$ cat config.mk
export PLATFORM = sky130hd
export DESIGN_NAME = ttgc_mod
export DESIGN_NICKNAME = d
export VERILOG_FILES = /design/src/sv/ttgc_pkg.sv /design/src/sv/ttgc_mod.sv
export SDC_FILE = /design/constraint.sdc
export NUM_CORES = 1
export LEC_CHECK = 0
export BUFFER_PORTS_ARGS = -buffer_cell sky130_fd_sc_hd__buf_2
export CAP_MARGIN = 30
export CORE_MARGIN = 2
export CORE_UTILIZATION = 30
export DETAILED_ROUTE_END_ITERATION = 10
export SLEW_MARGIN = 5
export SYNTH_ARGS = -nofsm -noshare
export SYNTH_HDL_FRONTEND = slang
export SYNTH_SLANG_ARGS = --single-unit
$ cat constraint.sdc
create_clock -name aclk -period 1.1 [get_ports aclk]
set_input_delay 0 -clock aclk [delete_from_list [all_inputs] [get_ports aclk]]
set_output_delay 0 -clock aclk [all_outputs]
set_load 0.02 [all_outputs]
$ cat src/sv/ttgc_pkg.sv
// ----------------------------------------------------------------------------
// ttgc_pkg: shared types and constants of the gate classifier
// Gate kind codes, field widths, truth-table masking, hash and the
// classification result that travels from the classifier to the sequencer.
// ----------------------------------------------------------------------------
package ttgc_pkg;

    localparam int TRUTH_W    = 64;
    localparam int NIN_W      = 3;
    localparam int HASH_W     = 32;

    localparam int S_TDATA_W  = 72;
    localparam int M_TDATA_W  = 24;
    localparam int IDX_OUT_W  = 8;
    localparam int CNT_OUT_W  = 9;

    localparam logic [TRUTH_W-1:0] PARITY_PAT = 64'h6996_9669_9669_6996;

    typedef enum logic [3:0] {
        KIND_BUF    = 4'd0,
        KIND_NOT    = 4'd1,
        KIND_AND    = 4'd2,
        KIND_NAND   = 4'd3,
        KIND_OR     = 4'd4,
        KIND_NOR    = 4'd5,
        KIND_XOR    = 4'd6,
        KIND_XNOR   = 4'd7,
        KIND_STORED = 4'd8
    } kind_t;

    typedef struct packed {
        kind_t                kind;
        logic [NIN_W-1:0]     nin;
        logic [TRUTH_W-1:0]   truth;
        logic [HASH_W-1:0]    hash;
    } cls_t;

    // valid patterns of an n-input table
    function automatic logic [TRUTH_W-1:0] tt_mask(input logic [NIN_W-1:0] n);
        logic [TRUTH_W-1:0] m;
        begin
            case (n)
                3'd0:    m = 64'h0000_0000_0000_0001;
                3'd1:    m = 64'h0000_0000_0000_0003;
                3'd2:    m = 64'h0000_0000_0000_000F;
                3'd3:    m = 64'h0000_0000_0000_00FF;
                3'd4:    m = 64'h0000_0000_0000_FFFF;
                3'd5:    m = 64'h0000_0000_FFFF_FFFF;
                default: m = 64'hFFFF_FFFF_FFFF_FFFF;
            endcase
            return m;
        end
    endfunction

    function automatic logic [HASH_W-1:0] tt_hash(input logic [TRUTH_W-1:0] t);
        logic [HASH_W-1:0] lo;
        logic [HASH_W-1:0] hi;
        begin
            lo = t[HASH_W-1:0];
            hi = t[TRUTH_W-1:HASH_W];
            return (lo | (lo >> 31)) ^ ((hi << 3) | (hi >> 28));
        end
    endfunction

endpackage

$ cat src/sv/ttgc_mod.sv
// ----------------------------------------------------------------------------
// ttgc_mod: bucket remainder unit
// Reduces the 32-bit hash modulo BUCKETS by a reciprocal multiply, a low-bit
// back-multiply and one compare-subtract, in that order; done pulses for
// one cycle with the remainder.
// ----------------------------------------------------------------------------
module ttgc_mod #(
    parameter int BUCKETS = 1024
) (
    input  logic                          aclk,
    input  logic                          aresetn,
    input  logic                          start,
    input  logic [ttgc_pkg::HASH_W-1:0]   value,
    output logic                          done,
    output logic [$clog2(BUCKETS):0]      rem
);

    localparam int RW  = $clog2(BUCKETS) + 1;
    localparam int HW  = ttgc_pkg::HASH_W;
    localparam int RCW = HW + 1;
    localparam int PW  = 2 * HW;
    // floor(2^32 / BUCKETS): the quotient estimate is short by at most one
    localparam logic [RCW-1:0] RECIP = RCW'((65'd1 << HW) / 65'(BUCKETS));

    logic                p1_reg, p1_next;
    logic                p2_reg, p2_next;
    logic                p3_reg, p3_next;
    logic                done_reg, done_next;
    logic [HW-1:0]       val_reg, val_next;
    logic [HW-1:0]       quo_reg, quo_next;
    logic [RW-1:0]       raw_reg, raw_next;
    logic [RW-1:0]       rem_reg, rem_next;
    logic [PW-1:0]       prod;

    always_comb begin
        prod      = PW'(val_reg) * PW'(RECIP);

        p1_next   = start;
        p2_next   = p1_reg;
        p3_next   = p2_reg;
        done_next = p3_reg;

        val_next  = start ? value : val_reg;
        quo_next  = p1_reg ? prod[PW-1:HW] : quo_reg;
        // the remainder is below 2 * BUCKETS, so the low bits are enough
        raw_next  = p2_reg ? (val_reg[RW-1:0] - quo_reg[RW-1:0] * RW'(BUCKETS))
                           : raw_reg;
        rem_next  = rem_reg;
        if (p3_reg) begin
            rem_next = (raw_reg >= RW'(BUCKETS)) ? raw_reg - RW'(BUCKETS) : raw_reg;
        end
    end

    always_ff @(posedge aclk) begin
        if (!aresetn) begin
            p1_reg   <= 1'b0;
            p2_reg   <= 1'b0;
            p3_reg   <= 1'b0;
            done_reg <= 1'b0;
        end else begin
            p1_reg   <= p1_next;
            p2_reg   <= p2_next;
            p3_reg   <= p3_next;
            done_reg <= done_next;
        end
        val_reg <= val_next;
        quo_reg <= quo_next;
        raw_reg <= raw_next;
        rem_reg <= rem_next;
    end

    assign done = done_reg;
    assign rem  = rem_reg;

endmodule

# Word-level counts from Yosys, hierarchy flattened
# Index checks and enable logic that the tools add are counted.
# word_totals
regBits,38
input_bits,35
wordCells,12
output_inout_bits,12
# op_classes
n_mux,1
order_cmp,1
add_sub_neg,2
# ops
cell,count
$ge 11x11->1 const B,1
$mux 11,1
$sub 11x11->11,1
$sub 11x11->11 const B,1

# Logic depth before layout (Yosys ltp)
# depth
ltp_word,2
depth_mapped,1
ltp_nobuf,1

# Least setup slack after synthesis
# Ideal clock, no wire load.
# synth_path
path_type,register -> register
from,"register p3_reg, in the netlist done_next"
to,"register rem_reg[0], in the netlist rem[0], enable pin"
path_slack_ns,0.234
setup_ns,0.349
t_required_ns,0.751
stages_incl_launch_ff,1
path_buffers,0
synth_period_minus_slack_ns,0.866
t_arrival_ns,0.517
cell_sequence,dfxtp_1
# synth_rtl
element,line_no,source
"start, declared",ttgc_mod.sv:27,"logic p3_reg, p3_next;"
"start signal, assigned",ttgc_mod.sv:63,p3_reg <= p3_next;
"end signal, assigned",ttgc_mod.sv:69,rem_reg <= rem_next;
"end, declared",ttgc_mod.sv:32,"logic [RW-1:0] rem_reg, rem_next;"
# No word-level cell between the ends.

# Worst setup path in the final report
# layout_path
from,register p2_reg
to,"register raw_reg[5], enable pin"
# layout_rtl
element,line_no,source
"start, declared",ttgc_mod.sv:26,"logic p2_reg, p2_next;"
"start signal, assigned",ttgc_mod.sv:62,p2_reg <= p2_next;
"end signal, assigned",ttgc_mod.sv:68,raw_reg <= raw_next;
"end, declared",ttgc_mod.sv:31,"logic [RW-1:0] raw_reg, raw_next;"
# No word-level cell between the ends.

==> impl_metrics.csv <==
group,metric,value,unit
status,status,"complete, no violations",
global_route,grt_pass1_wl,1990,um
routing,routed_via_density,3.52,
worst_setup_path,path_max_fanout,11,
placement,routabilityCongestion,0.571,
final_layout,n_antenna_cell,0,
logic_synthesis,synth_xor_area_share,0,%
floorplanning,io-pin-count,47,
clocking,cts_buffers,5,
logic_synthesis,ys_warn_count,0,
logic_synthesis,synth_mux_area_share,0,%
sta,fin_ws,176,ps
logic_synthesis,synth_compound_area_share,0,%
min_path,hold_class,"primary input to flip-flop",
sta,fin_hold_ws,45.7,ps
clocking,clk_latency,310,ps
routing,drt_iter0_drc,7,
floorplanning,die_w,62.9,um
global_route,grt_pass1_vias,483,
placement,portBuffers,24,
worst_setup_path,worstPathRequired,1080,ps
floorplanning,dieArea,0.00395,mm^2
clocking,clk_pin_slew,100,ps
flow_run,cap_violations,0,
global_route,grt_overflow,0,
logic_synthesis,synth_nets,75,
worst_setup_path,critPathKind,"flip-flop to flip-flop",
logic_synthesis,avgSynthCellArea,26.0,um^2
logic_synthesis,synth_seq_cells,35,
sta,setup_viol,0,
sta,finalSetupTns,0,ps
routing,vias,458,
logic_synthesis,synthCells,40,
clocking,htreeDepth,2,
logic_synthesis,synth_top_family_by_area,"simple AND/OR/NAND/NOR gates",
sta,finalClockSkew,4.85,ps
global_route,grtUsageTotal,6.93,%
sta,slew_violations,0,
worst_setup_path,critPathArrivalTime,900,ps
sta,grt_setup_unrepaired,"false",
final_layout,syn_to_final_growth,33.5,%
global_route,antenna_found_initial,0,
floorplanning,rows,21,
clocking,clockBufferDepth,2,
logic_synthesis,netlist_area,0.00104,mm^2
routing,ant_nets,0,
floorplanning,core-area,0.00334,mm^2
power,p_leak,0.000519,uW
worst_setup_path,critPathLaunchType,"flip-flop",
power,powerDensity,1590,mW/mm^2
power,power,2210,uW
logic_synthesis,seq_area_frac_synth,97.2,%
logic_synthesis,synth_cell_types,4,
global_route,grt_max_degree,12,
floorplanning,fp.dieH,62.9,um
clocking,cts_resized,0,
final_layout,layout-drive-gt1-share,39.3,%
final_layout,fillers,322,
sta,timing.final.crit_share,84.0,%
routing,routed_wl,1170,um
final_layout,multi_input_comb_area,28.8,um^2
sta,period_minus_slack,924,ps
sta,timing.fmax,1.08,GHz
routing,drc,0,
final_layout,regArea,0.00101,mm^2
clocking,cts_tree,"done",
final_layout,largest_reg_flops,11,
power,vdd_drop_max,0.000860,V
logic_synthesis,synth_fa_ha_area_share,0,%
worst_setup_path,critPathCaptureType,"flip-flop",
placement,dp_slack,194,ps
final_layout,finish.utilization,41.6,%
clocking,cts_sinks,35,
final_layout,num-nets-final,118,
routing,firstDrtPassIters,2,
routing,wl_per_cell,9.01,um
clocking,root_buffer,"clkbuf_4",
logic_synthesis,yosys.area_share.simple,2.41,%
floorplanning,start_util,31.2,%
sta,hold_violations,0,
## final cells by class
cell class,count,share of cell area [%]
clock buffers,5,2.71
clock inverters,3,1.08
multi-input cells,5,2.07
flip-flops and latches,35,72.9
well taps,46,4.15
repair buffers,36,17.1
## routing by layer
metal  track usage, %  vias to the layer above  wire length (um)
met5                0                        -                 0
met4             5.83                        0                18
met3             2.70                        3                55
met2             11.8                       19               646
met1             6.41                      199               451
li1                 -                      237                 -
## synthesized netlist by cell type, drive strengths merged
master,instances,area [um^2]
edfxtp,31,931
and2,4,25.0
dfxtp,4,80.1
conb,1,3.75
## power by group
part	switching (uW)	internal (uW)	total (uW)
combinational	32.3	48.0	80.3
clock	373	238	610
sequential	16.8	1500	1520
## worst paths after layout
check                       start                    to  slack, ps  depth (start not counted)
max             p2_reg$_SDFF_PN0_  raw_reg[5]$_DFFE_PP_        180                          0
max reg2reg     p2_reg$_SDFF_PN0_  raw_reg[5]$_DFFE_PP_        180                          0
min reg2reg  raw_reg[3]$_DFFE_PP_      rem[3]$_DFFE_PP_        420                          0
min                         start  val_reg[1]$_DFFE_PP_         50                          1
## cells in the final DEF (no fill, tap or decap)
cell | Yosys | layout
clkinv_2 | 0 | 3
clkbuf_4 | 0 | 5
edfxtp_1 | 31 | 31
dfxtp_1 | 4 | 4
buf_4 | 0 | 1
dlygate4sd3_1 | 0 | 11
buf_2 | 0 | 24
and2_1 | 4 | 4
conb_1 | 1 | 1
## stage by stage
step                      area (um^2)  std cells
after floorplan                  1040         40
after global placement           1220        111
after detailed placement         1220        111
after CTS                        1390        130
after global routing             1390        130
final                            1390        130
## logic make-up (layout without fill, tap and decap cells)
kind of cell / count (synthesis) / in the layout
AND/OR/NAND/NOR: 4 / 4
other: 1 / 1
flip-flops: 35 / 35
buffers and inverters: 0 / 44
## timing repair
action	CTS	global route
buffers inserted	0	0
hold buffers	11	0
hold endpoints to repair	14	0
Power figures use the tool's default switching activity.
