==> config.mk <==
export PLATFORM = sky130hd
export DESIGN_NAME = ttgc_classify
export DESIGN_NICKNAME = d
export VERILOG_FILES = /design/src/sv/ttgc_pkg.sv /design/src/sv/ttgc_classify.sv
export SDC_FILE = /design/constraint.sdc
export NUM_CORES = 1
export LEC_CHECK = 0
export BUFFER_PORTS_ARGS = -buffer_cell sky130_fd_sc_hd__buf_2
export CORE_MARGIN = 3
export CORE_UTILIZATION = 39
export DETAILED_ROUTE_END_ITERATION = 7
export MAX_ROUTING_LAYER = met4
export PLACE_DENSITY = 0.9
export SYNTH_ARGS = -nofsm -noshare
export SYNTH_HDL_FRONTEND = slang
export SYNTH_SLANG_ARGS = --single-unit
==> constraint.sdc <==
create_clock -name vclk -period 3.2
set_clock_uncertainty 0.15 [all_clocks]
set_input_delay 0.32 -clock vclk [all_inputs]
set_output_delay 0.32 -clock vclk [all_outputs]
set_load 0.005 [all_outputs]
==> src/sv/ttgc_pkg.sv <==
// ----------------------------------------------------------------------------
// ttgc_pkg: shared types and constants of the gate classifier
// Gate kind codes, field widths, truth-table masking, hash and the
// classification result that travels from the classifier to the sequencer.
// ----------------------------------------------------------------------------
package ttgc_pkg;

    localparam int TRUTH_W    = 64;
    localparam int NIN_W      = 3;
    localparam int HASH_W     = 32;

    localparam int S_TDATA_W  = 72;
    localparam int M_TDATA_W  = 24;
    localparam int IDX_OUT_W  = 8;
    localparam int CNT_OUT_W  = 9;

    localparam logic [TRUTH_W-1:0] PARITY_PAT = 64'h6996_9669_9669_6996;

    typedef enum logic [3:0] {
        KIND_BUF    = 4'd0,
        KIND_NOT    = 4'd1,
        KIND_AND    = 4'd2,
        KIND_NAND   = 4'd3,
        KIND_OR     = 4'd4,
        KIND_NOR    = 4'd5,
        KIND_XOR    = 4'd6,
        KIND_XNOR   = 4'd7,
        KIND_STORED = 4'd8
    } kind_t;

    typedef struct packed {
        kind_t                kind;
        logic [NIN_W-1:0]     nin;
        logic [TRUTH_W-1:0]   truth;
        logic [HASH_W-1:0]    hash;
    } cls_t;

    // valid patterns of an n-input table
    function automatic logic [TRUTH_W-1:0] tt_mask(input logic [NIN_W-1:0] n);
        logic [TRUTH_W-1:0] m;
        begin
            case (n)
                3'd0:    m = 64'h0000_0000_0000_0001;
                3'd1:    m = 64'h0000_0000_0000_0003;
                3'd2:    m = 64'h0000_0000_0000_000F;
                3'd3:    m = 64'h0000_0000_0000_00FF;
                3'd4:    m = 64'h0000_0000_0000_FFFF;
                3'd5:    m = 64'h0000_0000_FFFF_FFFF;
                default: m = 64'hFFFF_FFFF_FFFF_FFFF;
            endcase
            return m;
        end
    endfunction

    function automatic logic [HASH_W-1:0] tt_hash(input logic [TRUTH_W-1:0] t);
        logic [HASH_W-1:0] lo;
        logic [HASH_W-1:0] hi;
        begin
            lo = t[HASH_W-1:0];
            hi = t[TRUTH_W-1:HASH_W];
            return (lo | (lo >> 31)) ^ ((hi << 3) | (hi >> 28));
        end
    endfunction

endpackage

==> src/sv/ttgc_classify.sv <==
// ----------------------------------------------------------------------------
// ttgc_classify: built-in gate recognition
// Clamps the input count, masks the table to its valid patterns, matches it
// against the built-in gate patterns in priority order and hashes it.
// ----------------------------------------------------------------------------
module ttgc_classify #(
    parameter int MAX_INPUTS = 6
) (
    input  logic [ttgc_pkg::NIN_W-1:0]   nin_in,
    input  logic [ttgc_pkg::TRUTH_W-1:0] truth_in,
    output ttgc_pkg::cls_t               cls
);

    logic [ttgc_pkg::NIN_W-1:0]   n;
    logic [ttgc_pkg::TRUTH_W-1:0] mask;
    logic [ttgc_pkg::TRUTH_W-1:0] t;
    logic [ttgc_pkg::TRUTH_W-1:0] and_pat;
    logic [ttgc_pkg::TRUTH_W-1:0] xor_pat;
    ttgc_pkg::kind_t              kind;

    always_comb begin
        n = (nin_in > ttgc_pkg::NIN_W'(MAX_INPUTS)) ? ttgc_pkg::NIN_W'(MAX_INPUTS) : nin_in;
        mask    = ttgc_pkg::tt_mask(n);
        t       = truth_in & mask;
        // only the all-ones pattern is set
        and_pat = mask & ~(mask >> 1);
        xor_pat = ttgc_pkg::PARITY_PAT & mask;

        if (n == 3'd1 && t == 64'd2) begin
            kind = ttgc_pkg::KIND_BUF;
        end else if (n == 3'd1 && t == 64'd1) begin
            kind = ttgc_pkg::KIND_NOT;
        end else if (t == and_pat) begin
            kind = ttgc_pkg::KIND_AND;
        end else if (t == (mask ^ and_pat)) begin
            kind = ttgc_pkg::KIND_NAND;
        end else if (t == (mask ^ 64'd1)) begin
            kind = ttgc_pkg::KIND_OR;
        end else if (t == 64'd1) begin
            kind = ttgc_pkg::KIND_NOR;
        end else if (t == xor_pat) begin
            kind = ttgc_pkg::KIND_XOR;
        end else if (t == (mask ^ xor_pat)) begin
            kind = ttgc_pkg::KIND_XNOR;
        end else begin
            kind = ttgc_pkg::KIND_STORED;
        end

        cls.kind  = kind;
        cls.nin   = n;
        cls.truth = t;
        cls.hash  = ttgc_pkg::tt_hash(t);
    end

endmodule

Word level (Yosys, flattened, before mapping)

Index checks and enable logic that the tools add are counted.

Output and inout port bits: 103
Bits of input ports: 67
Register bits after elaboration: 0
Logic and storage cells: 35

$lt $le $gt $ge: 1
Reductions and logical operators: 3
Mux-type cells: 10
Bitwise logic cells: 9
Equality and inequality tests: 12

Operators with widths:

| cell                                                                    | count |
|---|---|
| 64-bit one-hot mux with 6 select lines                                  | 1 |
| 64-bit equality test                                                    | 4 |
| 64-bit AND                                                              | 2 |
| 64-bit by 1-bit equality test with 1-bit output (second input constant) | 1 |
| 64-bit by 2-bit equality test with 1-bit output (second input constant) | 1 |
| 64-bit by 63-bit equality test with 1-bit output                        | 1 |
| 63-bit inverter with 64-bit output                                      | 1 |
| 64-bit by 63-bit XOR with 64-bit output                                 | 1 |
| 64-bit XOR                                                              | 1 |
| 4-bit two-way mux                                                       | 8 |
| 32-bit by 1-bit OR with 32-bit output                                   | 1 |
| 32-bit by 4-bit OR with 32-bit output                                   | 1 |
| 32-bit XOR                                                              | 1 |
| 3-bit by 2-bit equality test with 1-bit output (second input constant)  | 2 |
| 3-bit equality test (second input constant)                             | 2 |
| 3-bit by 1-bit equality test with 1-bit output (second input constant)  | 1 |
| 3-bit greater-than comparator (second input constant)                   | 1 |
| 3-bit logical NOT                                                       | 1 |
| 3-bit two-way mux                                                       | 1 |
| 1-bit logical AND                                                       | 2 |
| 1-bit inverter                                                          | 1 |

Logic depth before layout (Yosys ltp)

Gate-level depths: netlist of run 1.

Word-level depth: 14
Gate-level depth with buffers: 11
Gate-level depth less buffers: 9

Worst setup path after synthesis of run 1

Ideal clock, no wire load.

Path kind: input -> output
Start point: in nin_in[1] (netlist name)
End point: out cls[101] (netlist name)
Buffers on the path: 1
Data arrival time: 2.124 ns
Path slack: 0.606 ns
Stages: 10
Required time: 2.730 ns
Cells stage by stage: inv_1 -> ha_1 -> clkbuf_1 -> or2_1 -> nor2_2 -> o221ai_1 -> a2111oi_2 -> a41oi_1 -> nand2_1 -> and3_1

RTL lines:

| what               | RTL line            | RTL |
|---|---|---|
| start: declaration | ttgc_classify.sv:9  | `input logic [ttgc_pkg::NIN_W-1:0] nin_in,` |
| end: declaration   | ttgc_classify.sv:11 | `output ttgc_pkg::cls_t cls` |

==> results.json, run 1 <==
{
  "arrival_ns": 2.52,
  "start_util_pct": 41.4,
  "fin_crit_ns": 2.99,
  "fin_crit_sh_pct": 93.6,
  "ant_nets": 0,
  "synth-compound-area-share_pct": 28.5,
  "cap_violations": 0,
  "yosys-top-cells-count": "39 x nand2_1, 35 x inv_1, 34 x and2_1",
  "syn-cell-area_mm2": 0.00184,
  "pin_count": 170,
  "cp_common_cell": "buf_2",
  "ys_seq_area_share_pct": 0,
  "crit_buf_inv": 2,
  "syn_inst": 318,
  "synth.distinct_cells": 58,
  "first_pass_iters": 4,
  "power-per-cell-area_mw_per_mm2": 142,
  "grt-ovfl-total": 0,
  "die-area_mm2": 0.00557,
  "seqCellArea_um2": 0,
  "die_w_um": 74.7,
  "seq_cell_count": 0,
  "layout-drive-gt1-share_pct": 40.3,
  "critPathMaxFanout": 8,
  "yosysWarnings": 0,
  "min_path_type": "in2out",
  "power.leakage_uw": 0.00166,
  "ir_drop_mv": 0.0813,
  "critPathKind": "in2out",
  "setup_slack_ns": 0.206,
  "hpwl_um": 7480,
  "wl_per_cell_um": 16.3,
  "yosys.cell_count.top_type": "nand2_1",
  "min_from": "truth_in[18]",
  "synthSimpleGateAreaFrac_pct": 52.0,
  "setup_violations": 0,
  "clock_buffer_count": 0,
  "grt_max_degree": 55,
  "grt_antenna_before_repair": 0,
  "grt.total_usage_pct": 29.6,
  "grt_pass1_vias": 2596,
  "max_freq_mhz": 334,
  "crit_chain": "buf_2, ha_2, and4bb_1, nor2_2, o221ai_1, a2111oi_2, a41oi_1, nand2_1, and3_1, buf_2",
  "rows": 24,
  "status": "complete, no violations",
  "hold_viol": 0,
  "drt_iter0_drc": 160,
  "min_to": "cls[18]",
  "dp_slack_ns": 0.166,
  "finalMaxSlewViolations": 0,
  "endpoint_kind": "primary output",
  "startpoint_type": "primary input",
  "synth_top_area_cell": "and2_1",
  "hold_depth": 3,
  "antenna_cells": 0,
  "drc": 0,
  "slowest_delay_ns": 0.42,
  "path_depth": 10,
  "yosys-top-cells-area": "and2_1 12%, nand2_1 8.0%, o21ai_0 7.6%, inv_1 7.1%, nand3_1 7.1%",
  "synthAdderAreaFrac_pct": 2.72,
  "path_delay_family": "simple AND/OR/NAND/NOR gates",
  "cp_slowest_cell": "a2111oi_2",
  "vias": 3038,
  "routed_wl_um": 8730,
  "die_y_um": 74.7,
  "postCtsSetupBuffers": 0,
  "yosysTopAreaCellShare_pct": 11.6,
  "grt_setup_unrepaired": "false",
  "cp_data_required_time_ns": 2.73,
  "gp_congestion": 0.967,
  "synthToLayoutAreaGrowth_pct": 51.8,
  "grt_pass1_wl_um": 12600,
  "synthXorXnorAreaFrac_pct": 5.72,
  "tightest_slew_ns": 0.473,
  "postSynthAreaPerCell_um2": 5.78,
  "core_mm2": 0.00444,
  "fin_tns_setup_ns": 0,
  "avgViaCountPerCell": 5.67,
  "relSlewSlack_pct": 68.2,
  "synth_top_family_by_area": "simple AND/OR/NAND/NOR gates",
  "final_nets": 557,
  "synth.area.mux_share_pct": 0,
  "io_buffers": 170,
  "syn_nets": 389
}
-- routing by layer --
| layer | track usage (%) | part of all wire, % | vias to the layer above |
|---|---|---|---|
| li1 | - | - | 1473 |
| met1 | 36.9 | 39 | 1364 |
| met2 | 51.7 | 49 | 181 |
| met3 | 1.60 | 8.9 | 20 |
| met4 | 8.50 | 2.9 | 0 |
| met5 | - | 0 | - |
-- layout by cell type (no fill, tap or decap), drive strengths merged, types with 3 or more instances in the layout --
master and instances:
nand2b 4, xor2 7, and2 34, a22oi 3
ha 4, xnor2 5, nor4 11, nand2 39
o22ai 3, buf 181, inv 37, o31ai 5
nand3 26, or2 3, nand4 12, o21ai 31
nor2b 4, nor3 5, a21oi 10, nor2 19
or4 4
-- worst min-delay path, cell delays in order --
cell and delay (ns):
buf_2 0.11, o21ai_0 0.08, buf_2 0.12
-- kinds of logic after synthesis --
logic type	count (synthesis)
AOI/OAI and AO/OA	78
xor gates and xnor gates	12
adders and majority gates	4
buffers and inverters	52
and+or+nand+nor	172
-- area by class of cell --
type / instances / area (um2)
tap: 52 / 65.1
multi-input combinational: 266 / 1640
fill: 458 / 1650
timing repair buffer: 181 / 946
inverter: 37 / 139
-- worst max-delay path by stage --
| stage | from | to |
|---|---|---|
| finish | nin_in[2] | cls[101] |
| detailed placement | nin_in[2] | cls[101] |
| floorplan | nin_in[1] | cls[101] |
| global route | nin_in[2] | cls[101] |
| global placement | nin_in[2] | cls[101] |
| CTS | nin_in[2] | cls[101] |
-- what timing repair did --
item                                   in CTS  in global routing
setup endpoints to repair                   0                  3
endpoints found under the hold margin       0                  0
hold buffers                                0                  0
resized for setup                           0                  1
-- metrics by stage --
stage          hold WS, ns  util (%)  instance area, um2  cells  power [uW]
6_report             0.801      62.8                2790    536         396
5_1_grt              0.811      62.8                2790    536         435
4_1_cts              0.799      62.7                2790    536         394
3_5_place_dp         0.796      62.7                2790    536         392
3_3_place_gp         0.794      62.7                2790    536         389
2_1_floorplan        0.571         -                1840    318         187
-- power by group --
| part | switching (uW) | internal (uW) |
|---|---|---|
| combinational | 224 | 173 |
| clock | 0 | 0 |
| sequential | 0 | 0 |
Power figures use the tool's default switching activity.
==> run 2: changes to the inputs <==
CORE_UTILIZATION = 42   (was 39)
PLACE_DENSITY = 0.95   (was 0.9)
clock period = 3.9 ns   (was 3.2 ns; I/O delays follow)
==> run 2 against run 1 <==
- power down 20%
- design area fell by 2.2%
- first-iteration DRC count up 18%
- via count rose by 2.0%
- sequential cell count unchanged
- final cell count down 1.5%
- sequential share of layout area did not move
- non-clock buffer count fell by 6
==> results.json, run 2 (synthesis results as in run 1) <==
{
  "status": "complete, no violations",
  "hpwl_um": 7350,
  "finish.instance_area_mm2": 0.00273,
  "seq_cell_count": 0,
  "clock_buffer_count": 0,
  "avgViaCountPerCell": 5.87,
  "fin_tns_setup_ns": 0,
  "core_mm2": 0.00412,
  "drc": 0,
  "grt-ovfl-total": 0,
  "endpoint_kind": "primary output",
  "die-area_mm2": 0.00521,
  "setup_slack_ns": 0.485,
  "ctsResizeCount": 0,
  "cap_violations": 0,
  "hold_viol": 0,
  "die_w_um": 72.2,
  "grt_pass1_wl_um": 13100,
  "grt_setup_unrepaired": "false",
  "crit_start": "nin_in[1]",
  "hold_buffers": 0,
  "arrival_ns": 2.88,
  "io_buffers": 170,
  "die_y_um": 72.2,
  "finalNonFillerCells": 528,
  "fin_crit_sh_pct": 87.6,
  "routed_wl_um": 8650,
  "critPathMaxFanout": 10,
  "seqCellArea_um2": 0,
  "layout-drive-gt1-share_pct": 39.3,
  "synthToLayoutAreaGrowth_pct": 48.4,
  "drt_iter0_drc": 189,
  "postCtsSetupBuffers": 0,
  "pin_count": 170,
  "power-per-cell-area_mw_per_mm2": 117,
  "ant_nets": 0,
  "place_inst": 528,
  "grt_pass1_vias": 2652,
  "startpoint_type": "primary input",
  "first_pass_iters": 5,
  "dp_slack_ns": 0.559,
  "mostFrequentLayoutCells": "170 x buf_2, 39 x nand2_1, 35 x inv_1, 34 x and2_1, 28 x o21ai_0",
  "final_common_cell": "buf_2",
  "max_freq_mhz": 293,
  "power.leakage_uw": 0.00162,
  "ir_drop_mv": 0.0634,
  "finalMaxSlewViolations": 0,
  "final_nets": 551,
  "setup_violations": 0,
  "critPathKind": "in2out",
  "vias": 3100,
  "placed_area_mm2": 0.00273,
  "cp_data_required_time_ns": 3.36,
  "relSlewSlack_pct": 70.2,
  "grt.total_usage_pct": 31.6,
  "min_path_type": "in2out",
  "final_core_util_pct": 66.3,
  "start_util_pct": 44.7,
  "tightest_slew_ns": 0.441,
  "grt_antenna_before_repair": 0,
  "grt_max_degree": 35,
  "wl_per_cell_um": 16.4,
  "fin_crit_ns": 3.42,
  "antenna_cells": 0,
  "fillers": 385,
  "gp_congestion": 0.991,
  "crit_end": "cls[101]",
  "rows": 23
}
run 2: changes by cell type in the layout (fill, tap and decap cells not counted), sizes merged:
cell / delta
buf: -6
run 2: report_power, final:
part / switching, uW / internal, uW
Combinational: 183 / 135
Clock: 0 / 0
Sequential: 0 / 0
Total: 183 / 135
run 2: final cells by class:
cell class	count	area [um2]	area share (%)
multi-input cells	266	1640	60.0
well taps	50	62.6	2.29
inverters	37	139	5.09
repair buffers	175	888	32.6
run 2: per-stage QoR:
step           power [uW]  hold WS, ns
4_1_cts               313        0.933
3_3_place_gp          310        0.932
5_1_grt               348        0.961
3_5_place_dp          312        0.933
6_report              318        0.937
2_1_floorplan         153        0.711
run 2: how the worst min path moves through the flow:
| stage | start | slack, ns | end | cells after the start |
|---|---|---|---|---|
| 2_1_floorplan | truth_in[0] | 0.71 | cls[32] | 1 |
| 3_3_place_gp | truth_in[0] | 0.93 | cls[32] | 2 |
| 3_5_place_dp | truth_in[0] | 0.93 | cls[32] | 2 |
| 4_1_cts | truth_in[0] | 0.93 | cls[32] | 2 |
| 5_1_grt | truth_in[0] | 0.96 | cls[32] | 2 |
| 6_report | truth_in[0] | 0.94 | cls[32] | 2 |
run 2: worst max-delay path, cell delays in order:
cell and delay, ns:
buf_2 0.16, inv_1 0.09, ha_1 0.33, or2_1 0.36, nor2_2 0.25, o221ai_1 0.17
nor4_1 0.47, nand4_1 0.19, o31a_1 0.17, and3_1 0.16, buf_2 0.12
run 2: layer usage:
layer	GRT usage [%]	up-vias	share of wire [%]
li1	-	1468	-
met1	39.4	1410	39
met2	55.2	200	49
met3	2.08	22	9.2
met4	7.52	0	2.0
met5	-	-	0
